===== config.mk =====
export PLATFORM = sky130hd
export DESIGN_NAME = vpnd_front
export DESIGN_NICKNAME = d
export VERILOG_FILES = /design/src/hdl/assert_macros.svh /design/src/hdl/vpnd_pkg.sv /design/src/hdl/vpnd_front.sv
export SDC_FILE = /design/constraint.sdc
export NUM_CORES = 1
export LEC_CHECK = 0
export BUFFER_PORTS_ARGS = -buffer_cell sky130_fd_sc_hd__buf_2
export CAP_MARGIN = 20
export CORE_AREA = 5 5 67 69
export DETAILED_ROUTE_END_ITERATION = 16
export DIE_AREA = 0 0 72 74
export SLEW_MARGIN = 25
export SYNTH_ARGS = -nofsm -noshare
export SYNTH_HDL_FRONTEND = slang
export SYNTH_SLANG_ARGS = --single-unit
export TNS_END_PERCENT = 20

===== constraint.sdc =====
create_clock -name vclk -period 3.3
set_input_delay 0.165 -clock vclk [all_inputs]
set_output_delay 0.165 -clock vclk [all_outputs]
set_load 0.1 [all_outputs]

===== src/hdl/assert_macros.svh =====
// Assertion macros shared by the distance block's modules.
// No dependencies.
`ifndef ASSERT_MACROS_SVH
`define ASSERT_MACROS_SVH

// Single concurrent property, checked on each rising clock edge outside reset.
`define VPND_ASSERT(lbl, clk, rstn, prop, msg) \
  lbl: assert property (@(posedge clk) disable iff (!rstn) (prop)) else $error(msg);

// Next-cycle implication, checked outside reset.
`define VPND_ASSERT_NEXT(lbl, clk, rstn, ante, cons, msg) \
  lbl: assert property (@(posedge clk) disable iff (!rstn) (ante) |=> (cons)) else $error(msg);

`endif


===== src/hdl/vpnd_pkg.sv =====
// Shared types and constants of the p-norm distance block.
// No dependencies.
package vpnd_pkg;

  localparam int ELEM_WIDTH = 16;
  localparam int ACC_WIDTH  = 48;
  localparam int AD_WIDTH   = ELEM_WIDTH + 1;
  localparam int CFG_WIDTH  = 16;
  localparam int DIST_WIDTH = 32;
  localparam int FIFO_DEPTH = 4;
  localparam int FIFO_AW    = $clog2(FIFO_DEPTH);

  typedef enum logic [1:0] {
    MODE_MANHATTAN = 2'd0,
    MODE_EUCLIDEAN = 2'd1,
    MODE_CHEBYSHEV = 2'd2,
    MODE_GENERIC   = 2'd3
  } norm_mode_e;

  typedef enum logic [1:0] {
    CFG_NORM_MODE = 2'd0,
    CFG_P_EXP     = 2'd1,
    CFG_INV_P     = 2'd2,
    CFG_EPSILON   = 2'd3
  } cfg_idx_e;

  typedef struct packed {
    logic [AD_WIDTH-1:0] ad;
    logic                last;
  } item_t;

  typedef struct packed {
    logic        start;
    logic [63:0] radicand;
  } sqrt_req_t;

  typedef struct packed {
    logic        busy;
    logic        done;
    logic [31:0] root;
  } sqrt_rsp_t;

endpackage


===== src/hdl/vpnd_front.sv =====
// Front part: takes element pairs, forms the absolute difference, queues it.
// Depends on vpnd_pkg.
module vpnd_front
  import vpnd_pkg::*;
(
  input  logic                         in_valid_i,
  output logic                         in_stall_o,
  input  logic signed [ELEM_WIDTH-1:0] first_elem_i,
  input  logic signed [ELEM_WIDTH-1:0] second_elem_i,
  input  logic                         row_end_i,
  input  logic                         q_full_i,
  output logic                         q_push_o,
  output item_t                        q_data_o
);

  logic signed [AD_WIDTH-1:0] diff;

  assign diff       = AD_WIDTH'(first_elem_i) - AD_WIDTH'(second_elem_i);
  assign in_stall_o = q_full_i;
  assign q_push_o   = in_valid_i && !q_full_i;

  always_comb begin
    q_data_o.last = row_end_i;
    if (diff[AD_WIDTH-1]) begin
      q_data_o.ad = AD_WIDTH'(0) - diff;
    end else begin
      q_data_o.ad = diff;
    end
  end

endmodule


==> results.toml <==
[run_status]
outcome = "complete, no violations"

[power]
vdd_drop_max_mv = 0.260
swShare_pct = 65.0
p_sw_mw = 0.752
leakagePower_nw = 0.959
power.share.clock_pct = 0
p_per_area_nw_per_um2 = 592
internal_power_mw = 0.405
share_seq_of_total_power_pct = 0
comb_power_share_pct = 100.0

[finish]
clockBufferCount = 0
syn2layout_area_growth_pct = 53.5
n_fill_cell = 392
ff_latch_area_um2 = 0
utilization_pct = 50.6
nNetsFinal = 292
n_antenna_cell = 0
drive_gt1_share_pct = 33.3
seq_cells = 0

[global_routing]
antenna_found_initial = 0
grt_usage_pct = 11.2
first_global_vias = 1244
grt_pass1_wl_um = 5270
grt_max_degree = 10
grt_overflow = 0

[worst_setup_path]
endpoint_kind = "output pin"
crit_type = "in -> out"
crit_arrival_ps = 2940
crit_path_start_kind = "primary input"
cp.required_ps = 3130
cp_max_fo = 6
cp_cell_sequence = "buf_2 -> inv_1 -> ha_1 -> nor2b_4 -> o2111ai_1 -> a21oi_2 -> o41a_1 -> a2111o_1 -> a31oi_1 -> xnor2_1 -> xor2_2 -> buf_12"
cpPeakStageDelay_ps = 490
cp_slowest_cell = "o41a_1"

[timing]
min_period_over_period_pct = 94.0
tns_ps = 0
slew_headroom_pct = 54.8
setup_viol = 0
period_needed_ps = 3100
report.final.slew_viol_count = 0
worstMarginPinSlew_ps = 673
finalHoldViolCount = 0
fmax_mhz = 323

[clock_network]
holdBufCountCts = 0

[worst_hold_path]
hp-class = "in -> out"

[floorplan]
dieArea_um2 = 5330
core-area_um2 = 3860
die_x_um = 72
start_util_pct = 33.0
ioPinCount = 55
num_rows = 23
die_h_um = 74

[yosys]
syn_nets = 236
yosys-top-cells-count = "25 x inv_1, 17 x ha_1, 17 x nor2_1, 13 x nand2_1"
synth.most_common_cell = "inv_1"
yosysSeqAreaShare_pct = 0
synth_top_area_share_pct = 16.7
synthDistinctLibCells = 49
synth_area_leaders = "ha_1 17%, xnor2_1 7.6%, xor2_1 7.6%"
syn_inst = 183
synth_area_um2 = 1270
yosys_warnings = 0
syn_area_per_cell_um2 = 6.95
synth_top_cell_by_area = "ha_1"

[route]
vias_per_cell = 4.98
dr.pass1.iters = 4
wirelength_um = 3210
drc = 0
wl_per_cell_um = 11.2
ant_nets = 0
vias = 1429
drtIter0Drc = 46

[placed_design]
routabilityCongestion = 0.795
io_buffers = 53
hpwl_um = 2840

[run]
maxCapViolCount = 0
==> layer usage <==
metal	up-vias	track usage (%)	part of all wire, %
li1	764	-	-
met1	638	15.4	48
met2	27	20.7	48
met3	0	0.676	4.9
met4	0	0	0
met5	-	0	0
==> cells in the final DEF, fill, tap and decap left out, types with 2 or more instances in the layout <==
cell | Yosys | routed
inv_1 | 25 | 25
o22ai_2 | 1 | 2
o211ai_1 | 3 | 3
o21ai_0 | 9 | 8
xor2_1 | 11 | 10
xnor2_2 | 0 | 3
buf_12 | 0 | 15
o211a_1 | 3 | 3
nor2_1 | 17 | 17
nand3b_1 | 2 | 2
o21a_1 | 4 | 4
ha_1 | 17 | 17
nor2b_1 | 2 | 2
nor3_2 | 1 | 2
nor4_2 | 1 | 2
a31oi_2 | 0 | 2
buf_4 | 2 | 5
nand2b_1 | 2 | 2
or3_1 | 4 | 4
xnor2_4 | 0 | 2
xnor2_1 | 11 | 6
o21ai_1 | 1 | 2
nand2_1 | 13 | 13
nor2b_4 | 2 | 2
a211o_1 | 2 | 2
o2111ai_1 | 2 | 2
a21oi_1 | 9 | 9
buf_2 | 0 | 38
and2_1 | 3 | 3
o41a_1 | 2 | 2
nand3_1 | 5 | 5
==> path summary, 6_finish.rpt <==
| check | slack [ps] | start | end | depth (start not counted) |
|---|---|---|---|---|
| worst min-delay path | 330 | row_end_i | q_data_o[0] | 0 |
| worst max-delay path | 200 | second_elem_i[1] | q_data_o[16] | 12 |
==> area by class of cell <==
cell class / count / area [um2] / area share (%)
Inverter: 25 / 93.8 / 4.80
Multi-Input combinational cell: 154 / 1270 / 65.0
Tap cell: 50 / 62.6 / 3.20
Timing Repair Buffer: 58 / 528 / 27.0
==> power groups by stage <==
| stage | clock network (mW) | logic (mW) | registers [mW] |
|---|---|---|---|
| after global placement | 0 | 1.14 | 0 |
| after floorplan | 0 | 0.791 | 0 |
| after detailed placement | 0 | 1.15 | 0 |
| final | 0 | 1.16 | 0 |
| after global routing | 0 | 1.21 | 0 |
| after CTS | 0 | 1.15 | 0 |
==> worst max-delay path: cells and delay by family <==
kind,cells,cell delay [ps]
compound gates,5,1580
xor+xnor,2,460
fa+ha+maj,1,260
buf+inv,3,340
simple gates,1,130
==> stage by stage <==
stage / area [um2] / instances / setup slack (ps) / hold slack (ps) / power [mW]
2_1_floorplan: 1350 / 183 / -463 / 542 / 0.791
3_3_place_gp: 1900 / 285 / 167 / 331 / 1.14
3_5_place_dp: 1900 / 285 / 128 / 331 / 1.15
4_1_cts: 1900 / 285 / 117 / 331 / 1.15
5_1_grt: 1950 / 287 / -0.421 / 330 / 1.21
6_report: 1950 / 287 / 200 / 330 / 1.16
==> cell families after synthesis <==
logic type	count (synthesis)	share of synthesized area [%]
fa+ha+maj	18	18.3
buf+inv	29	9.14
simple gates	60	25.6
xor+xnor	22	15.1
mux	1	0.787
compound gates	53	31.1
==> timing repair <==
item | CTS | global route
resized for setup | 0 | 6
buffers inserted | 0 | 2
endpoints found under the setup margin | 0 | 6
Power figures use the tool's default switching activity.
