==> src/hdl/assert_macros.svh <==
// Assertion macros shared by the distance block's modules.
// No dependencies.
`ifndef ASSERT_MACROS_SVH
`define ASSERT_MACROS_SVH

// Single concurrent property, checked on each rising clock edge outside reset.
`define VPND_ASSERT(lbl, clk, rstn, prop, msg) \
  lbl: assert property (@(posedge clk) disable iff (!rstn) (prop)) else $error(msg);

// Next-cycle implication, checked outside reset.
`define VPND_ASSERT_NEXT(lbl, clk, rstn, ante, cons, msg) \
  lbl: assert property (@(posedge clk) disable iff (!rstn) (ante) |=> (cons)) else $error(msg);

`endif

==> src/hdl/vpnd_pkg.sv <==
// Shared types and constants of the p-norm distance block.
// No dependencies.
package vpnd_pkg;

  localparam int ELEM_WIDTH = 16;
  localparam int ACC_WIDTH  = 48;
  localparam int AD_WIDTH   = ELEM_WIDTH + 1;
  localparam int CFG_WIDTH  = 16;
  localparam int DIST_WIDTH = 32;
  localparam int FIFO_DEPTH = 4;
  localparam int FIFO_AW    = $clog2(FIFO_DEPTH);

  typedef enum logic [1:0] {
    MODE_MANHATTAN = 2'd0,
    MODE_EUCLIDEAN = 2'd1,
    MODE_CHEBYSHEV = 2'd2,
    MODE_GENERIC   = 2'd3
  } norm_mode_e;

  typedef enum logic [1:0] {
    CFG_NORM_MODE = 2'd0,
    CFG_P_EXP     = 2'd1,
    CFG_INV_P     = 2'd2,
    CFG_EPSILON   = 2'd3
  } cfg_idx_e;

  typedef struct packed {
    logic [AD_WIDTH-1:0] ad;
    logic                last;
  } item_t;

  typedef struct packed {
    logic        start;
    logic [63:0] radicand;
  } sqrt_req_t;

  typedef struct packed {
    logic        busy;
    logic        done;
    logic [31:0] root;
  } sqrt_rsp_t;

endpackage

==> src/hdl/vpnd_fifo.sv <==
// Short request queue between the front and back parts.
// Depends on vpnd_pkg and assert_macros.svh.
`include "assert_macros.svh"

module vpnd_fifo
  import vpnd_pkg::*;
(
  input  logic  clk_i,
  input  logic  rst_ni,
  input  logic  push_i,
  input  item_t data_i,
  input  logic  pop_i,
  output item_t data_o,
  output logic  full_o,
  output logic  empty_o
);

  item_t              mem_q [FIFO_DEPTH];
  logic [FIFO_AW-1:0] wr_q, wr_d, rd_q, rd_d;
  logic [FIFO_AW:0]   cnt_q, cnt_d;

  assign full_o  = (cnt_q == FIFO_AW'(0) + (FIFO_AW+1)'(FIFO_DEPTH));
  assign empty_o = (cnt_q == '0);
  assign data_o  = mem_q[rd_q];

  always_comb begin
    wr_d  = wr_q;
    rd_d  = rd_q;
    cnt_d = cnt_q;
    if (push_i) begin
      wr_d = wr_q + FIFO_AW'(1);
    end
    if (pop_i) begin
      rd_d = rd_q + FIFO_AW'(1);
    end
    if (push_i && !pop_i) begin
      cnt_d = cnt_q + (FIFO_AW+1)'(1);
    end else if (!push_i && pop_i) begin
      cnt_d = cnt_q - (FIFO_AW+1)'(1);
    end
  end

  always_ff @(posedge clk_i or negedge rst_ni) begin
    if (!rst_ni) begin
      wr_q  <= '0;
      rd_q  <= '0;
      cnt_q <= '0;
    end else begin
      wr_q  <= wr_d;
      rd_q  <= rd_d;
      cnt_q <= cnt_d;
    end
  end

  always_ff @(posedge clk_i) begin
    if (push_i) begin
      mem_q[wr_q] <= data_i;
    end
  end

  `VPND_ASSERT(a_no_push_full, clk_i, rst_ni, full_o |-> !push_i, "push into full queue")
  `VPND_ASSERT(a_no_pop_empty, clk_i, rst_ni, empty_o |-> !pop_i, "pop from empty queue")

endmodule

==> config.mk <==
export PLATFORM = sky130hd
export DESIGN_NAME = vpnd_fifo
export DESIGN_NICKNAME = d
export VERILOG_FILES = /design/src/hdl/vpnd_pkg.sv /design/src/hdl/vpnd_fifo.sv
export VERILOG_INCLUDE_DIRS = /design/src /design/src/hdl
export SDC_FILE = /design/constraint.sdc
export NUM_CORES = 1
export LEC_CHECK = 0
export ABC_CLOCK_PERIOD_IN_PS = 1800
export BUFFER_PORTS_ARGS = -buffer_cell sky130_fd_sc_hd__buf_2
export CAP_MARGIN = 20
export CELL_PAD_IN_SITES_DETAIL_PLACEMENT = 1
export CELL_PAD_IN_SITES_GLOBAL_PLACEMENT = 2
export CORE_MARGIN = 2
export CORE_UTILIZATION = 40
export CTS_CLUSTER_DIAMETER = 40
export DETAILED_ROUTE_END_ITERATION = 16
export PLACE_DENSITY = 0.72
export SYNTH_ARGS = -nofsm -noshare
export SYNTH_HDL_FRONTEND = slang
export SYNTH_SLANG_ARGS = --single-unit
==> constraint.sdc <==
create_clock -name clk_i -period 1.8 [get_ports clk_i]
set_clock_uncertainty 0.2 [all_clocks]
set_input_delay 0.09 -clock clk_i [delete_from_list [all_inputs] [get_ports clk_i]]
set_output_delay 0.09 -clock clk_i [all_outputs]
set_load 0.005 [all_outputs]
==> results.txt <==
Placeable core region = 7250 µm²
Die H = 90.5 µm
Initial antenna violation count = 0
Violated checks = negative setup slack
Hold Slack = 0.00754 ns
Setup crit end = data_o[2]
Die area = 8190 µm²
Result of the run = finished, violations left
Clock Root Buffer = clkbuf_8
Final ANT Viol Nets = 0
Slew of the pin with the lowest slew margin = 0.394 ns
Final setup viols = 18
CP required = 1.51 ns
Sink Count = 79
Via count = 1535
Diode count = 0
Overflow after GRT = 0
Nets = 239
Wire length per cell = 19.2 µm
Worst hold path class = input pin to register
GR Util met1 = 17.6%
Max Freq = 513 MHz
DRC violations left = 0
Worst path bufs/invs = 3
CP startpoint kind = register
Period utilisation layout = 108%
Vias per Instance = 4.87
Post-route setup slack = -0.150 ns
Layout cells sized above 1 = 41.7%
Hold Vio Cnt, Final = 0
Total track usage = 15.3%
Most frequent cells after synthesis = 72 x edfxtp_1, 18 x mux4_2, 7 x dfrtp_1
P per Cell Area = 1480 nW/µm²
Later-pin clock latency in the skew report = 0.34 ns
Cells after Synth = 128
HPWL after DPL = 3510 µm
Final TNS setup = -2.33 ns
Initial core utilization = 41.3%
Largest net degree at the start of global routing = 19
Flops & latches, synth = 79
Sequential area share after synthesis = 78.1%
Grt met2 use = 26.8%
GR peak layer = met2
Crit Path Category = register to output port
CP top delay family = multiplexers
Biggest area consumer among synthesized cells = edfxtp_1
Max Slew Vio Count = 0
Largest cells by area after synthesis = edfxtp_1 72%, mux4_2 14%, dfrtp_1 5.9%, ha_1 2.1%, xor2_1 1.2%
M3 GR Usage = 3.01%
P_leak = 1.41 nW
Initial DRT Pass Iterations = 4
Max_slew headroom = 73.6%
Area after DPL = 3400 µm²
Post-route insts no fill = 315
Tmin final = 1.95 ns
# rows = 31
Maximum vdd drop = 0.544 mV
Placed insts = 271
Reg2Reg Depth = 4
Slowest-stage cell, CP = mux4_2
Slowest stage delay, CP = 0.52 ns
Pre-CTS setup slack = 0.115 ns
Worst Hold Launch = pop_i
R2R Path End = cnt_q[2]
Post-synth top area share = 72.2%
Max_cap viols = 0
CTS buffer count = 9
Setup crit end kind = output port
Synth Flop Type = edfxtp_1
Most frequent cell after synthesis = edfxtp_1
Initial DRC count = 66
Number of synthesized flops with an enable pin = 72
# port buffers = 41
Syn avg cell area = 23.4 µm²
Placer Congestion = 0.672
Crit path from = rd_q[0]
Post-route cell area = 3910 µm²
Vias in the first global route = 1768
Cell Area, Synth = 2990 µm²
First-pass GRT wire length = 9180 µm
Max FO, Critical Path = 5
Worst EP arrival = 1.66 ns
Number of H-tree levels = 3
Num ports = 42
Routed WL = 6060 µm
Post-Syn Nets = 156
Max clock buf depth = 2
Post-synthesis async set-or-reset flop share = 8.86%
Critical Path Stages = 4
Reg2reg start = cnt_q[0]
CP cell instances = buf_6, buf_12, mux4_2, buf_2
Area growth syn-to-layout = 30.6%
Clk slew on worst S/H paths = 0.08 ns
RSZ-0062 raised after global routing = yes
CTS tree = built
Unique masters post-synth = 18
Die Span X = 90.5 µm
Synthesis Warnings = 0
Register-to-Register Setup Slack = 0.13 ns
## cell type report
class,instances,area [µm²]
clock inverters,7,53.8
flip-flops and latches,79,2340
inverters,4,15.0
multi-input cells,41,606
well taps,99,124
clock buffers,9,124
repair buffers,76,648
fillers,675,3340
## tightest hold or removal path: stages
cell and delay [ns]:
buf_2 0.11, inv_1 0.05, ha_1 0.18, xnor2_1 0.08
## per-stage QoR
stage	util, %	total power (W)
6_report	53.9	0.00578
2_1_floorplan	-	0.00359
3_3_place_gp	46.9	0.00423
5_1_grt	53.9	0.00606
4_1_cts	53.1	0.00569
3_5_place_dp	46.9	0.00432
## kinds of logic after synthesis
logic type      count (synthesis)  share of synthesized area (%)
flops                          79                           78.1
mux                            19                           13.9
simple gates                    9                           1.63
buf+inv                         8                           1.67
xor+xnor                        6                           1.76
fa+ha+maj                       6                           2.76
compound gates                  1                          0.167
## cell usage in the layout, fill, tap and decap left out, types with 3 or more instances in the layout
cell type and n:
and2_1 4, buf_12 5, buf_2 41, buf_4 3
clkbuf_8 9, clkinvlp_4 3, dfrtp_1 6, dlygate4sd3_1 22
edfxtp_1 72, ha_1 5, inv_1 4, inv_6 3
mux4_2 18, xor2_1 4
## registers in the layout (all words and copies together), names as in the netlist
signal / cells
cnt_q: 3
wr_q: 2
mem_q: 72
rd_q: 2
## where the power goes
| group | internal, W | switching, W | leakage [nW] |
|---|---|---|---|
| logic | 0.00114 | 0.000865 | 0.588 |
| clock network | 0.000512 | 0.000681 | 0.0827 |
| registers | 0.00242 | 0.000165 | 0.742 |
## timing repair
| action | 4_1_cts | 5_1_grt |
|---|---|---|
| setup buffers | 3 | 0 |
| hold buffers | 22 | 0 |
| gates cloned | 1 | 2 |
| gates resized for setup | 2 | 2 |
| endpoints found under the hold margin | 83 | 0 |
| setup endpoints to repair | 18 | 18 |
## per-layer routing
metal | up-vias | part of all wire, %
met3 | 10 | 2.6
met1 | 813 | 40
li1 | 685 | -
met4 | 0 | 1.9
met2 | 27 | 55
met5 | - | 0
## worst min path at each step
stage,end,slack [ns],cells past startpoint
2_1_floorplan,cnt_q[0],-0.41,0
3_3_place_gp,wr_q[0],-0.27,1
3_5_place_dp,cnt_q[1],-0.26,1
4_1_cts,cnt_q[0],0.002,4
5_1_grt,cnt_q[0],0.03,4
6_report,cnt_q[0],0.008,4
Note: power is estimated with default switching activity, not from simulation.
