## config.mk

```make
export PLATFORM = sky130hd
export DESIGN_NAME = vpnd_isqrt
export DESIGN_NICKNAME = d
export VERILOG_FILES = /design/src/hdl/vpnd_pkg.sv /design/src/hdl/vpnd_isqrt.sv
export VERILOG_INCLUDE_DIRS = /design/src /design/src/hdl
export SDC_FILE = /design/constraint.sdc
export NUM_CORES = 1
export LEC_CHECK = 0
export ABC_AREA = 1
export BUFFER_PORTS_ARGS = -buffer_cell sky130_fd_sc_hd__buf_2
export CAP_MARGIN = 20
export CORE_ASPECT_RATIO = 0.8
export CORE_MARGIN = 1.5
export CORE_UTILIZATION = 30
export CTS_BUF_LIST = sky130_fd_sc_hd__clkbuf_4
export DETAILED_ROUTE_END_ITERATION = 8
export PLACE_DENSITY_LB_ADDON = 0.15
export SYNTH_ARGS = -nofsm -noshare
export SYNTH_HDL_FRONTEND = slang
export SYNTH_SLANG_ARGS = --single-unit
```

## constraint.sdc

```tcl
create_clock -name clk_i -period 13.95 [get_ports clk_i]
set_clock_uncertainty 0.1 [all_clocks]
set_input_delay 0.6975 -clock clk_i [delete_from_list [all_inputs] [get_ports clk_i]]
set_output_delay 0.6975 -clock clk_i [all_outputs]
set_load 0.02 [all_outputs]
```

## src/hdl/assert_macros.svh

```systemverilog
// Assertion macros shared by the distance block's modules.
// No dependencies.
`ifndef ASSERT_MACROS_SVH
`define ASSERT_MACROS_SVH

// Single concurrent property, checked on each rising clock edge outside reset.
`define VPND_ASSERT(lbl, clk, rstn, prop, msg) \
  lbl: assert property (@(posedge clk) disable iff (!rstn) (prop)) else $error(msg);

// Next-cycle implication, checked outside reset.
`define VPND_ASSERT_NEXT(lbl, clk, rstn, ante, cons, msg) \
  lbl: assert property (@(posedge clk) disable iff (!rstn) (ante) |=> (cons)) else $error(msg);

`endif

```

## src/hdl/vpnd_pkg.sv

```systemverilog
// Shared types and constants of the p-norm distance block.
// No dependencies.
package vpnd_pkg;

  localparam int ELEM_WIDTH = 16;
  localparam int ACC_WIDTH  = 48;
  localparam int AD_WIDTH   = ELEM_WIDTH + 1;
  localparam int CFG_WIDTH  = 16;
  localparam int DIST_WIDTH = 32;
  localparam int FIFO_DEPTH = 4;
  localparam int FIFO_AW    = $clog2(FIFO_DEPTH);

  typedef enum logic [1:0] {
    MODE_MANHATTAN = 2'd0,
    MODE_EUCLIDEAN = 2'd1,
    MODE_CHEBYSHEV = 2'd2,
    MODE_GENERIC   = 2'd3
  } norm_mode_e;

  typedef enum logic [1:0] {
    CFG_NORM_MODE = 2'd0,
    CFG_P_EXP     = 2'd1,
    CFG_INV_P     = 2'd2,
    CFG_EPSILON   = 2'd3
  } cfg_idx_e;

  typedef struct packed {
    logic [AD_WIDTH-1:0] ad;
    logic                last;
  } item_t;

  typedef struct packed {
    logic        start;
    logic [63:0] radicand;
  } sqrt_req_t;

  typedef struct packed {
    logic        busy;
    logic        done;
    logic [31:0] root;
  } sqrt_rsp_t;

endpackage

```

## src/hdl/vpnd_isqrt.sv

```systemverilog
// Iterative 64-bit integer square root, one result bit per cycle.
// Depends on vpnd_pkg and assert_macros.svh.
`include "assert_macros.svh"

module vpnd_isqrt
  import vpnd_pkg::*;
(
  input  logic      clk_i,
  input  logic      rst_ni,
  input  sqrt_req_t req_i,
  output sqrt_rsp_t rsp_o
);

  logic        busy_q, busy_d, done_q, done_d;
  logic [4:0]  cnt_q, cnt_d;
  logic [63:0] n_q, n_d, res_q, res_d, bit_q, bit_d, trial;

  assign trial = res_q + bit_q;

  always_comb begin
    busy_d = busy_q;
    done_d = 1'b0;
    cnt_d  = cnt_q;
    n_d    = n_q;
    res_d  = res_q;
    bit_d  = bit_q;
    if (req_i.start) begin
      busy_d = 1'b1;
      cnt_d  = 5'd31;
      n_d    = req_i.radicand;
      res_d  = '0;
      bit_d  = 64'd1 << 62;
    end else if (busy_q) begin
      if (n_q >= trial) begin
        n_d   = n_q - trial;
        res_d = (res_q >> 1) + bit_q;
      end else begin
        res_d = res_q >> 1;
      end
      bit_d = bit_q >> 2;
      cnt_d = cnt_q - 5'd1;
      if (cnt_q == 5'd0) begin
        busy_d = 1'b0;
        done_d = 1'b1;
      end
    end
  end

  always_ff @(posedge clk_i or negedge rst_ni) begin
    if (!rst_ni) begin
      busy_q <= 1'b0;
      done_q <= 1'b0;
      cnt_q  <= '0;
    end else begin
      busy_q <= busy_d;
      done_q <= done_d;
      cnt_q  <= cnt_d;
    end
  end

  always_ff @(posedge clk_i) begin
    n_q   <= n_d;
    res_q <= res_d;
    bit_q <= bit_d;
  end

  assign rsp_o.busy = busy_q;
  assign rsp_o.done = done_q;
  assign rsp_o.root = res_q[31:0];

  `VPND_ASSERT(a_start_idle, clk_i, rst_ni, req_i.start |-> !busy_q, "root started while busy")
  `VPND_ASSERT_NEXT(a_start_busy, clk_i, rst_ni, req_i.start, busy_q && !done_q,
                    "root start not taken")

endmodule

```

==> flow_summary.json <==
{
  "coreArea_sq_mm": 0.06449,
  "yosys_register_bits": 167,
  "wire_per_inst_um": 18.85,
  "worst_path_most_repeated_cell": "nand2_1",
  "io_buffers": 100,
  "synthCells": 3439,
  "slowest_delay_ns": 0.71,
  "netlist_area_sq_mm": 0.01964,
  "crit_slowest_cell": "buf_4",
  "dieHeight_um": 231.9,
  "fin_crit_sh": 0.4281,
  "cts_buffer_depth": 2,
  "tightestPinTransition_ns": 1.042,
  "cp_top_family": "compound AO/OA/AOI/OAI gates",
  "finalCriticalPeriod_ns": 5.972,
  "clk_pin_slew_worst_paths_ns": 0.18,
  "grt_pass1_vias": 19340,
  "htree_levels": 4,
  "max_cap_viol_count": 0,
  "setup_ws_ns": 7.978,
  "synth_edf_count": 64,
  "cts-resized-gates": 0,
  "leakagePower_uw": 0.009610,
  "yosysMostFrequentCell": "nand2_1",
  "numCtsBuffers": 17,
  "die-area_sq_mm": 0.06703,
  "ioPinCount": 101,
  "start_kind": "flop",
  "grtUsageTotal": 0.2451,
  "yosys.area.top_type": "nand2_1",
  "cts_setup_buffers": 0,
  "drc_errors": 0,
  "grt_pass1_wl_um": 122600,
  "vias_per_cell": 4.938,
  "grt_max_degree": 94,
  "start_util": 0.3046,
  "holdWs_ns": 0.09626,
  "synthTopCellsByCount": "nand2_1 (1117), inv_1 (523), nor2_1 (391), nand3_1 (321), a21oi_1 (178)",
  "cp_num_buf_inv": 2,
  "p_per_area_mw_per_mm2": 178.2,
  "synth_top_area_frac": 0.2135,
  "finalSetupViolCount": 0,
  "syn_to_final_growth_pct": 9.007,
  "finalHoldViolations": 0,
  "nets": 3714,
  "die_w_um": 289.1,
  "via_count": 21630,
  "syn_avg_cell_area_sq_um": 5.712,
  "worst_hold_path_type": "input port to flop",
  "rsz0062_at_grt": "false",
  "worst-setup-path-type": "flop to flop",
  "status": "finished, final reports clean",
  "root_buffer": "clkbuf_4",
  "yosysSeqAreaShare": 0.2046,
  "totalWireLength_um": 82550,
  "pre_cts_slack_ns": 8.045,
  "rr_startpoint": "res_q[22]$_SDFFE_PP0P_",
  "cp_cell_sequence": "ha_1, nand2_1, o21ai_0, nand2_1, o21ai_0, a21oi_1, o21ai_0, nand3_1, nand2_1, xnor2_1, ha_1, nand2_1, nor3_2, nand2_1, nor2_1, a21oi_4, buf_4, a31oi_4, buf_4",
  "arrival_ns": 6.29,
  "post-route-util": 0.3320,
  "dr.pass1.iters": 6,
  "gp_congestion": 0.9624,
  "cts_hold_buf": 32,
  "rows": 83,
  "synth_fp_nets": 3639,
  "synth_cell_type_count": 47,
  "synth_area_leaders": "nand2_1 (21%), inv_1 (10%), dfxtp_1 (9.8%), edfxtp_1 (9.8%), ha_1 (8.4%)",
  "slew_viol_final": 0,
  "drt.antenna.violating_nets": 0,
  "irDropWorstVdd_mv": 0.1328,
  "clock-sinks": 167,
  "dp_hpwl_um": 68580,
  "critical_path_required_ns": 14.27,
  "startpoint": "res_q[22]$_SDFFE_PP0P_",
  "finalSetupTns_ns": 0,
  "synthFlopType": "dfxtp_1",
  "end_kind": "flop",
  "async_flop_share": 0.04192,
  "min_from": "req_i[4]",
  "yosys_warnings": 0,
  "clk_latency_ns": 0.80,
  "cts_tree": "yes",
  "max_freq_mhz": 167.4,
  "grt_overflow": 0,
  "relSlewSlack": 0.3052,
  "antenna_found_initial": 3,
  "worst-path-max-fanout": 64,
  "drtIter0Drc": 2104,
  "drive_gt1_frac": 0.05474
}
power by group:
part	internal, uW	switching [uW]	leakage [uW]
Combinational	831	1800	0.00794
Sequential	711	153	0.00152
Clock	95.8	227	0.000151
Total	1640	2180	0.00961
registers in the layout, indices dropped and copies added (netlist names):
signal  count
n_q        64
res_q      64
bit_q      32
cnt_q       5
busy_q      1
done_q      1
worst min-delay path, stage by stage:
cell	delay, ns
buf_2	0.07
nand2_1	0.04
o21ai_0	0.06
worst paths after layout:
check                                       end  slack (ns)  depth (start not counted)
max                           n_q[60]$_DFFE_PP_        7.98                         19
min                            n_q[4]$_DFFE_PP_         0.1                          3
max reg2reg                   n_q[60]$_DFFE_PP_        7.98                         19
min reg2reg                cnt_q[4]$_DFFE_PN0P_        0.42                          1
max in group asynchronous  cnt_q[4]$_DFFE_PN0P_       13.45                          2
min in group asynchronous      busy_q$_DFF_PN0_        0.14                          2
per-layer routing:
layer | vias up | global-route usage | share of wire
li1 | 11150 | - | -
met1 | 9735 | 0.3790 | 0.52
met2 | 703 | 0.3534 | 0.40
met3 | 42 | 0.03487 | 0.066
met4 | 0 | 0.04883 | 0.012
met5 | - | 0 | 0
kinds of logic (layout without fill, tap and decap cells):
| family | Yosys count | in the layout | share of synthesized area |
|---|---|---|---|
| AOI/OAI and AO/OA | 467 | 467 | 0.1291 |
| xor gates and xnor gates | 87 | 87 | 0.03879 |
| adders and majority gates | 133 | 133 | 0.08510 |
| buffers and inverters | 621 | 708 | 0.1287 |
| DFF | 167 | 167 | 0.2046 |
| other | 0 | 4 | 0 |
| and+or+nand+nor | 1964 | 1964 | 0.4137 |
per-stage QoR:
| step | instance area (sq um) | total power [uW] | std cells |
|---|---|---|---|
| 5_1_grt | 21410 | 4177 | 4380 |
| 2_1_floorplan | 19640 | 2718 | 3439 |
| 6_report | 21410 | 3816 | 4380 |
| 3_5_place_dp | 20780 | 3466 | 4312 |
| 3_3_place_gp | 20780 | 3482 | 4312 |
| 4_1_cts | 21370 | 3814 | 4375 |
area by class of cell:
type / count / area [sq um]
Timing Repair Buffer: 140 / 903.4
Clock buffer: 18 / 135.1
Inverter: 537 / 2016
Fill cell: 7402 / 43080
Sequential cell: 167 / 4019
Antenna cell: 4 / 10.01
Tap cell: 850 / 1064
Clock inverter: 13 / 140.1
Multi-Input combinational cell: 2651 / 13130
cells in the final DEF, fill, tap and decap left out, types with 4 or more instances in the layout:
cell	netlist	final
a21boi_0	4	4
a21o_1	11	11
a21oi_1	178	178
a31oi_1	5	4
buf_2	5	99
buf_4	34	8
clkbuf_4	0	18
dfrtp_1	7	7
dfxtp_1	96	96
diode_2	0	4
dlygate4sd3_1	0	32
edfxtp_1	64	64
ha_1	132	132
inv_1	523	523
inv_2	14	14
inv_6	0	4
nand2_1	1117	1117
nand2_2	5	5
nand3_1	321	321
nand3b_1	24	24
nand4_1	31	31
nor2_1	391	389
nor2_2	8	8
nor3_1	35	35
nor4_1	8	8
o211ai_1	6	6
o21a_1	6	6
o21ai_0	175	175
o21ai_1	22	22
o21bai_1	22	22
o22ai_1	31	31
or2_2	16	16
xnor2_1	49	49
xor2_1	38	38
No activity file was read; power rests on OpenSTA's default activity.
