===== src/hdl/assert_macros.svh =====
// Assertion macros shared by the distance block's modules.
// No dependencies.
`ifndef ASSERT_MACROS_SVH
`define ASSERT_MACROS_SVH

// Single concurrent property, checked on each rising clock edge outside reset.
`define VPND_ASSERT(lbl, clk, rstn, prop, msg) \
  lbl: assert property (@(posedge clk) disable iff (!rstn) (prop)) else $error(msg);

// Next-cycle implication, checked outside reset.
`define VPND_ASSERT_NEXT(lbl, clk, rstn, ante, cons, msg) \
  lbl: assert property (@(posedge clk) disable iff (!rstn) (ante) |=> (cons)) else $error(msg);

`endif


===== src/hdl/vpnd_pkg.sv =====
// Shared types and constants of the p-norm distance block.
// No dependencies.
package vpnd_pkg;

  localparam int ELEM_WIDTH = 16;
  localparam int ACC_WIDTH  = 48;
  localparam int AD_WIDTH   = ELEM_WIDTH + 1;
  localparam int CFG_WIDTH  = 16;
  localparam int DIST_WIDTH = 32;
  localparam int FIFO_DEPTH = 4;
  localparam int FIFO_AW    = $clog2(FIFO_DEPTH);

  typedef enum logic [1:0] {
    MODE_MANHATTAN = 2'd0,
    MODE_EUCLIDEAN = 2'd1,
    MODE_CHEBYSHEV = 2'd2,
    MODE_GENERIC   = 2'd3
  } norm_mode_e;

  typedef enum logic [1:0] {
    CFG_NORM_MODE = 2'd0,
    CFG_P_EXP     = 2'd1,
    CFG_INV_P     = 2'd2,
    CFG_EPSILON   = 2'd3
  } cfg_idx_e;

  typedef struct packed {
    logic [AD_WIDTH-1:0] ad;
    logic                last;
  } item_t;

  typedef struct packed {
    logic        start;
    logic [63:0] radicand;
  } sqrt_req_t;

  typedef struct packed {
    logic        busy;
    logic        done;
    logic [31:0] root;
  } sqrt_rsp_t;

endpackage


===== src/hdl/vpnd_back.sv =====
// Back part: accumulates terms, runs log2/exp2 and roots, holds the result.
// Depends on vpnd_pkg; uses vpnd_isqrt through its request and response structs.
module vpnd_back
  import vpnd_pkg::*;
(
  input  logic                  clk_i,
  input  logic                  rst_ni,
  input  item_t                 item_i,
  input  logic                  item_empty_i,
  output logic                  item_pop_o,
  input  norm_mode_e            mode_i,
  input  logic [CFG_WIDTH-1:0]  p_exp_i,
  input  logic [CFG_WIDTH-1:0]  inv_p_i,
  input  logic [CFG_WIDTH-1:0]  eps_i,
  output sqrt_req_t             sqrt_req_o,
  input  sqrt_rsp_t             sqrt_rsp_i,
  output logic                  out_valid_o,
  input  logic                  out_stall_i,
  output logic [DIST_WIDTH-1:0] distance_o,
  output logic                  overflowed_o
);

  typedef enum logic [11:0] {
    S_IDLE  = 12'b0000_0000_0001,
    S_ACC   = 12'b0000_0000_0010,
    S_NORM  = 12'b0000_0000_0100,
    S_SQM   = 12'b0000_0000_1000,
    S_SQC   = 12'b0000_0001_0000,
    S_EMUL  = 12'b0000_0010_0000,
    S_EXPS  = 12'b0000_0100_0000,
    S_EXPW  = 12'b0000_1000_0000,
    S_SHIFT = 12'b0001_0000_0000,
    S_FIN   = 12'b0010_0000_0000,
    S_RTW   = 12'b0100_0000_0000,
    S_OUT   = 12'b1000_0000_0000
  } state_e;

  localparam logic [63:0] OUT_MAX = 64'h0000_0000_FFFF_FFFF;
  localparam logic [63:0] ACC_LIM = {{(64-ACC_WIDTH){1'b0}}, {ACC_WIDTH{1'b1}}};

  state_e                state_q, state_d;
  logic [ACC_WIDTH-1:0]  sum_q, sum_d;
  logic                  ssat_q, ssat_d, osat_q, osat_d;
  logic [AD_WIDTH-1:0]   ad_q, ad_d;
  logic                  last_q, last_d, final_q, final_d;
  logic [63:0]           x_q, x_d;
  logic [5:0]            m_q, m_d;
  logic [30:0]           y_q, y_d;
  logic [61:0]           prod_q, prod_d;
  logic [15:0]           fb_q, fb_d;
  logic [3:0]            i_q, i_d, j_q, j_d;
  logic [28:0]           e_q, e_d;
  logic [31:0]           r_q, r_d;
  logic [DIST_WIDTH-1:0] res_q, res_d, dout_q, dout_d;
  logic                  oflow_q, oflow_d, ovalid_q, ovalid_d;

  logic [2*AD_WIDTH-1:0] sq;
  logic [ACC_WIDTH:0]    v_sum;
  logic [7:0]            m_adj;
  logic signed [23:0]    lg;
  logic signed [16:0]    pmul;
  logic signed [40:0]    eprod;
  logic [13:0]           sh, nsh;
  logic [15:0]           fpart;
  logic [31:0]           yy;
  logic [32:0]           rr;
  logic [63:0]           lim, exp_val;
  logic                  exp_sat;
  logic [31:0]           s8;
  logic [32:0]           tot;

  assign sq    = ad_q * ad_q;
  assign v_sum = {1'b0, sum_q} + (ACC_WIDTH+1)'(eps_i);
  assign m_adj = {2'b00, m_q} - (final_q ? 8'd16 : 8'd8);
  assign lg    = {m_adj, fb_q};
  assign pmul  = {1'b0, (final_q ? inv_p_i : p_exp_i)};
  assign eprod = lg * pmul;
  assign sh    = {e_q[28], e_q[28:16]} - 14'd14;
  assign nsh   = 14'd0 - sh;
  assign fpart = e_q[15:0];
  assign yy    = prod_q[61:30];
  assign rr    = fpart[j_q] ? {r_q, 1'b0} : {1'b0, r_q};
  assign lim   = final_q ? OUT_MAX : ACC_LIM;
  assign s8    = {sum_q[23:0], 8'h00};
  assign tot   = {1'b0, s8} + 33'(eps_i);

  always_comb begin
    exp_sat = 1'b0;
    exp_val = '0;
    if (!sh[13]) begin
      if ((sh[12:6] != '0) || (sh[5:0] > 6'd32)) begin
        exp_sat = 1'b1;
        exp_val = lim;
      end else begin
        exp_val = {32'h0, r_q} << sh[5:0];
        if (exp_val > lim) begin
          exp_sat = 1'b1;
          exp_val = lim;
        end
      end
    end else if (nsh[13:6] == '0) begin
      exp_val = {32'h0, r_q} >> nsh[5:0];
    end
  end

  always_comb begin
    logic [ACC_WIDTH:0] sum_ext;
    sum_ext    = '0;
    state_d    = state_q;
    sum_d      = sum_q;
    ssat_d     = ssat_q;
    osat_d     = osat_q;
    ad_d       = ad_q;
    last_d     = last_q;
    final_d    = final_q;
    x_d        = x_q;
    m_d        = m_q;
    y_d        = y_q;
    prod_d     = prod_q;
    fb_d       = fb_q;
    i_d        = i_q;
    j_d        = j_q;
    e_d        = e_q;
    r_d        = r_q;
    res_d      = res_q;
    dout_d     = dout_q;
    oflow_d    = oflow_q;
    ovalid_d   = ovalid_q;
    item_pop_o = 1'b0;
    sqrt_req_o = '0;
    if (ovalid_q && !out_stall_i) begin
      ovalid_d = 1'b0;
    end
    unique case (state_q)
      S_IDLE: begin
        if (!item_empty_i) begin
          item_pop_o = 1'b1;
          ad_d       = item_i.ad;
          last_d     = item_i.last;
          state_d    = S_ACC;
        end
      end
      S_ACC: begin
        state_d = S_FIN;
        unique case (mode_i)
          MODE_MANHATTAN: begin
            sum_ext = {1'b0, sum_q} + (ACC_WIDTH+1)'(ad_q);
          end
          MODE_EUCLIDEAN: begin
            sum_ext = {1'b0, sum_q} + (ACC_WIDTH+1)'(sq);
          end
          MODE_CHEBYSHEV: begin
            sum_ext = {1'b0, sum_q};
            if (ACC_WIDTH'(ad_q) > sum_q) begin
              sum_ext = (ACC_WIDTH+1)'(ad_q);
            end
          end
          MODE_GENERIC: begin
            sum_ext = {1'b0, sum_q};
            if (ad_q != '0) begin
              x_d     = 64'(ad_q);
              m_d     = 6'd63;
              final_d = 1'b0;
              state_d = S_NORM;
            end
          end
        endcase
        if (sum_ext[ACC_WIDTH]) begin
          sum_d  = {ACC_WIDTH{1'b1}};
          ssat_d = 1'b1;
        end else begin
          sum_d = sum_ext[ACC_WIDTH-1:0];
        end
      end
      S_NORM: begin
        if (x_q[63]) begin
          y_d     = x_q[63:33];
          fb_d    = '0;
          i_d     = 4'd15;
          state_d = S_SQM;
        end else begin
          x_d = x_q << 1;
          m_d = m_q - 6'd1;
        end
      end
      S_SQM: begin
        prod_d  = y_q * y_q;
        state_d = S_SQC;
      end
      S_SQC: begin
        if (yy[31]) begin
          y_d       = yy[31:1];
          fb_d[i_q] = 1'b1;
        end else begin
          y_d = yy[30:0];
        end
        if (i_q == 4'd0) begin
          state_d = S_EMUL;
        end else begin
          i_d     = i_q - 4'd1;
          state_d = S_SQM;
        end
      end
      S_EMUL: begin
        e_d     = eprod[40:12];
        r_d     = 32'h4000_0000;
        j_d     = '0;
        state_d = S_EXPS;
      end
      S_EXPS: begin
        sqrt_req_o.start    = 1'b1;
        sqrt_req_o.radicand = {1'b0, rr, 30'h0};
        state_d             = S_EXPW;
      end
      S_EXPW: begin
        if (sqrt_rsp_i.done) begin
          r_d = sqrt_rsp_i.root;
          if (j_q == 4'd15) begin
            state_d = S_SHIFT;
          end else begin
            j_d     = j_q + 4'd1;
            state_d = S_EXPS;
          end
        end
      end
      S_SHIFT: begin
        if (final_q) begin
          res_d   = exp_val[DIST_WIDTH-1:0];
          osat_d  = osat_q | exp_sat;
          state_d = S_OUT;
        end else begin
          sum_ext = {1'b0, sum_q} + {1'b0, exp_val[ACC_WIDTH-1:0]};
          if (sum_ext[ACC_WIDTH]) begin
            sum_d  = {ACC_WIDTH{1'b1}};
            ssat_d = 1'b1;
          end else begin
            sum_d  = sum_ext[ACC_WIDTH-1:0];
            ssat_d = ssat_q | exp_sat;
          end
          state_d = S_FIN;
        end
      end
      S_FIN: begin
        if (!last_q) begin
          state_d = S_IDLE;
        end else begin
          osat_d  = 1'b0;
          state_d = S_OUT;
          unique case (mode_i)
            MODE_MANHATTAN: begin
              if (sum_q[ACC_WIDTH-1:24] != '0) begin
                osat_d = 1'b1;
                res_d  = '1;
              end else if (tot[32]) begin
                osat_d = 1'b1;
                res_d  = '1;
              end else begin
                res_d = tot[31:0];
              end
            end
            MODE_CHEBYSHEV: begin
              if (sum_q[ACC_WIDTH-1:24] != '0) begin
                osat_d = 1'b1;
                res_d  = '1;
              end else begin
                res_d = s8;
              end
            end
            MODE_EUCLIDEAN: begin
              if (v_sum[ACC_WIDTH]) begin
                osat_d = 1'b1;
                res_d  = '1;
              end else begin
                sqrt_req_o.start    = 1'b1;
                sqrt_req_o.radicand = {v_sum[ACC_WIDTH-1:0], 16'h0000};
                state_d             = S_RTW;
              end
            end
            MODE_GENERIC: begin
              if (v_sum == '0) begin
                res_d = '0;
              end else begin
                x_d     = 64'(v_sum);
                m_d     = 6'd63;
                final_d = 1'b1;
                state_d = S_NORM;
              end
            end
          endcase
        end
      end
      S_RTW: begin
        if (sqrt_rsp_i.done) begin
          res_d   = sqrt_rsp_i.root;
          state_d = S_OUT;
        end
      end
      S_OUT: begin
        if (!ovalid_q || !out_stall_i) begin
          ovalid_d = 1'b1;
          dout_d   = res_q;
          oflow_d  = ssat_q | osat_q;
          sum_d    = '0;
          ssat_d   = 1'b0;
          state_d  = S_IDLE;
        end
      end
      default: begin
        state_d = S_IDLE;
      end
    endcase
  end

  always_ff @(posedge clk_i or negedge rst_ni) begin
    if (!rst_ni) begin
      state_q  <= S_IDLE;
      sum_q    <= '0;
      ssat_q   <= 1'b0;
      osat_q   <= 1'b0;
      ovalid_q <= 1'b0;
      last_q   <= 1'b0;
      final_q  <= 1'b0;
      i_q      <= '0;
      j_q      <= '0;
    end else begin
      state_q  <= state_d;
      sum_q    <= sum_d;
      ssat_q   <= ssat_d;
      osat_q   <= osat_d;
      ovalid_q <= ovalid_d;
      last_q   <= last_d;
      final_q  <= final_d;
      i_q      <= i_d;
      j_q      <= j_d;
    end
  end

  always_ff @(posedge clk_i) begin
    ad_q    <= ad_d;
    x_q     <= x_d;
    m_q     <= m_d;
    y_q     <= y_d;
    prod_q  <= prod_d;
    fb_q    <= fb_d;
    e_q     <= e_d;
    r_q     <= r_d;
    res_q   <= res_d;
    dout_q  <= dout_d;
    oflow_q <= oflow_d;
  end

  assign out_valid_o  = ovalid_q;
  assign distance_o   = dout_q;
  assign overflowed_o = oflow_q;

endmodule


===== config.mk =====
export PLATFORM = sky130hd
export DESIGN_NAME = vpnd_back
export DESIGN_NICKNAME = d
export VERILOG_FILES = /design/src/hdl/assert_macros.svh /design/src/hdl/vpnd_pkg.sv /design/src/hdl/vpnd_back.sv
export SDC_FILE = /design/constraint.sdc
export NUM_CORES = 2
export LEC_CHECK = 0
export BUFFER_PORTS_ARGS = -buffer_cell sky130_fd_sc_hd__buf_2
export CORE_ASPECT_RATIO = 0.8
export CORE_UTILIZATION = 60
export CTS_CLUSTER_SIZE = 28
export DETAILED_ROUTE_END_ITERATION = 10
export PLACE_DENSITY = 0.74
export SYNTH_ARGS = -nofsm -noshare
export SYNTH_HDL_FRONTEND = slang
export SYNTH_SLANG_ARGS = --single-unit

===== constraint.sdc =====
create_clock -name clk_i -period 10.2 [get_ports clk_i]
set_clock_uncertainty 0.1 [all_clocks]
set_input_delay 1.53 -clock clk_i [delete_from_list [all_inputs] [get_ports clk_i]]
set_output_delay 1.53 -clock clk_i [all_outputs]
set_load 0.05 [all_outputs]

==> flow_metrics.env <==
export IMPL_outcome="finished, violations left"
export IMPL_violations="capacitance limit, slew limit"
export IMPL_htreeDepth=2
export IMPL_min_period_ns=9.589
export IMPL_cts_tree="yes"
export IMPL_synthAdderAreaFrac_pct=44.47
export IMPL_grt_max_degree=81
export IMPL_cts_resized=0
export IMPL_setup_viol=0
export IMPL_tightestPinTransition_ns=1.566
export IMPL_cp_required_ns=10.59
export IMPL_crit_arrival_ns=9.98
export IMPL_insertion_delay_ns=0.66
export IMPL_synth_top_area_share_pct=34.80
export IMPL_hp_start="res_q[17]"
export IMPL_cts_root_buf="clkbuf_16"
export IMPL_yosys_area_top_type="fa_1"
export IMPL_synth_seq_cells=364
export IMPL_cts_setup_buffers=0
export IMPL_grt_ovfl_total=0
export IMPL_die_y_um=322.7
export IMPL_via_count=62620
export IMPL_syn2layout_area_growth_pct=5.782
export IMPL_fillers=10770
export IMPL_holdWs_ns=0.3072
export IMPL_drt_wl_total_um=253800
export IMPL_drc=0
export IMPL_slew_headroom_pct=-4.650
export IMPL_crit_top_cell="a21o_1"
export IMPL_via_per_inst=6.115
export IMPL_firstDrtPassIters=7
export IMPL_synthMuxAreaShare_pct=3.711
export IMPL_maxCapViolCount=1
export IMPL_cts_buffers_inserted=44
export IMPL_period_share_pct=94.01
export IMPL_end_kind="register"
export IMPL_hold_viol=0
export IMPL_synthTopCellsByCount="inv_1 (1685), fa_1 (1341), nand2_1 (965), ha_1 (596), nor2_1 (407)"
export IMPL_max_stage_delay_ns=0.89
export IMPL_cp_max_fo=26
export IMPL_setup_tns_ns=0
export IMPL_chipWidth_um=402.9
export IMPL_layout_nets=10580
export IMPL_fmax_ghz=0.1043
export IMPL_cp_slowest_cell="edfxtp_1"
export IMPL_synthTopCellsByArea="fa_1 (35%), edfxtp_1 (11%), ha_1 (9.7%)"
export IMPL_synth_flop_cell="edfxtp_1"
export IMPL_initialDrtViolationCount=6744
export IMPL_io_pins=206
export IMPL_synth_edff_count=291
export IMPL_crit_type="reg2reg"
export IMPL_syn_area_per_cell_um2=9.055
export IMPL_yosysMostFrequentCell="inv_1"
export IMPL_path_clk_slew_ns=0.06
export IMPL_place_detailed_hpwl_um=205700
export IMPL_ys_async_sr_fraction_pct=20.05
export IMPL_place_congestion=1.059
export IMPL_core_area_mm2=0.1274
export IMPL_postCtsHoldBufs=0
export IMPL_grt_pass1_wl_um=387300
export IMPL_ys_warn_count=0
export IMPL_synth_compound_area_share_pct=10.52
export IMPL_grt_use_total_pct=39.66
export IMPL_placementRows=117
export IMPL_dieArea_mm2=0.1300
export IMPL_cp_top_family="compound AO/OA/AOI/OAI gates"
export IMPL_routedWlPerCell_um=24.78
export IMPL_yosys_area_share_simple_pct=14.19
export IMPL_worstSetupStartpoint="e_q[16]"
export IMPL_crit_buf_inv=4
export IMPL_r2r_start="e_q[16]"
export IMPL_cp_start_kind="register"
export IMPL_initial_core_util_pct=60.57
export IMPL_synth_top_family_by_area="adder cells"
export IMPL_ys_seq_area_share_pct=13.70
export IMPL_synth_cells=8519
export IMPL_ctsLongestPathBuffers=3
export IMPL_rsz0062_at_grt="false"
export IMPL_synth_area_mm2=0.07714
export IMPL_cts_sinks=364
export IMPL_multiInputGateArea_mm2=0.05883
export IMPL_seq_area_mm2=0.01057
export IMPL_drive_gt1_share_pct=6.851
export IMPL_hold_path_class="reg2reg"
export IMPL_antenna_found_initial=16
export IMPL_grt_pass1_vias=63850
export IMPL_synth_xor_area_share_pct=3.019
export IMPL_slew_violations=8
export IMPL_yosys_cell_types_count=96
export IMPL_drtAntennaViolNets=0
export IMPL_portBuffers=188
## sequential cells by signal, summed over array words and instances (netlist names), 4 cells and up
register,cells
x_q,64
sum_q,48
distance_o,32
prod_q,32
r_q,32
res_q,32
y_q,31
e_q,28
ad_q,17
fb_q,16
state_q,12
m_q,6
i_q,4
j_q,4
## cell families (layout without fill, tap and decap cells)
logic type      count (synthesis)  count (layout)
other cells                     1              22
simple gates                 2308            2308
fa+ha+maj                    1937            1937
compound gates               1324            1324
buf+inv                      2101            2135
mux                           219             219
flops                         364             364
xor+xnor                      265             265
## path summary, 6_finish.rpt
path | to | cells past startpoint | slack (ns)
worst max-delay path | sum_q[40] | 32 | 0.61
worst min-delay path | distance_o[17] | 0 | 0.31
worst max register to register | sum_q[40] | 32 | 0.61
worst min register to register | distance_o[17] | 0 | 0.31
max in group asynchronous | sum_q[15] | 2 | 8.20
min in group asynchronous | final_q | 1 | 0.68
## layer usage
layer,up-vias,share of wire (%),GRT usage [%]
li1,27240,-,-
met1,31180,40,54.91
met2,3589,43,59.06
met3,599,12,9.708
met4,12,5.4,18.31
met5,-,0.030,0
## metrics by stage
step | instance area, µm² | utilization (%) | setup WS (ns) | instances
2_1_floorplan | 77200 | - | 1.913 | 8534
3_3_place_gp | 80110 | 62.90 | 0.9773 | 10150
3_5_place_dp | 80110 | 62.90 | 0.7804 | 10150
4_1_cts | 81590 | 64.06 | 0.7513 | 10230
5_1_grt | 81590 | 64.06 | 0.1489 | 10240
6_report | 81600 | 64.07 | 0.6108 | 10240
## layout by cell type, fill, tap and decap left out, drive strengths merged, types with 46 or more instances in the layout
master	instances
a21o	106
a21oi	392
a31oi	46
and2	317
buf	359
clkbuf	55
dfrtp	72
edfxtp	291
fa	1341
ha	596
inv	1692
mux2	46
mux2i	124
mux4	49
nand2	965
nand2b	52
nand3	111
nand4	60
nor2	407
nor2b	145
nor3	78
o21ai	376
o22ai	51
xnor2	168
xor2	97
## cell type report
| cell class | count | share of cell area, % |
|---|---|---|
| repair buffers | 359 | 2.775 |
| inverters | 1695 | 7.797 |
| multi-input cells | 6069 | 72.09 |
| clock buffers | 55 | 1.461 |
| well taps | 1666 | 2.555 |
| diodes | 6 | 0.01840 |
| clock inverters | 26 | 0.3527 |
| flip-flops and latches | 364 | 12.95 |
Power is left out: the tool's default activity adds up to more than one toggle a clock period on the data nets, which glitch-free logic cannot reach.
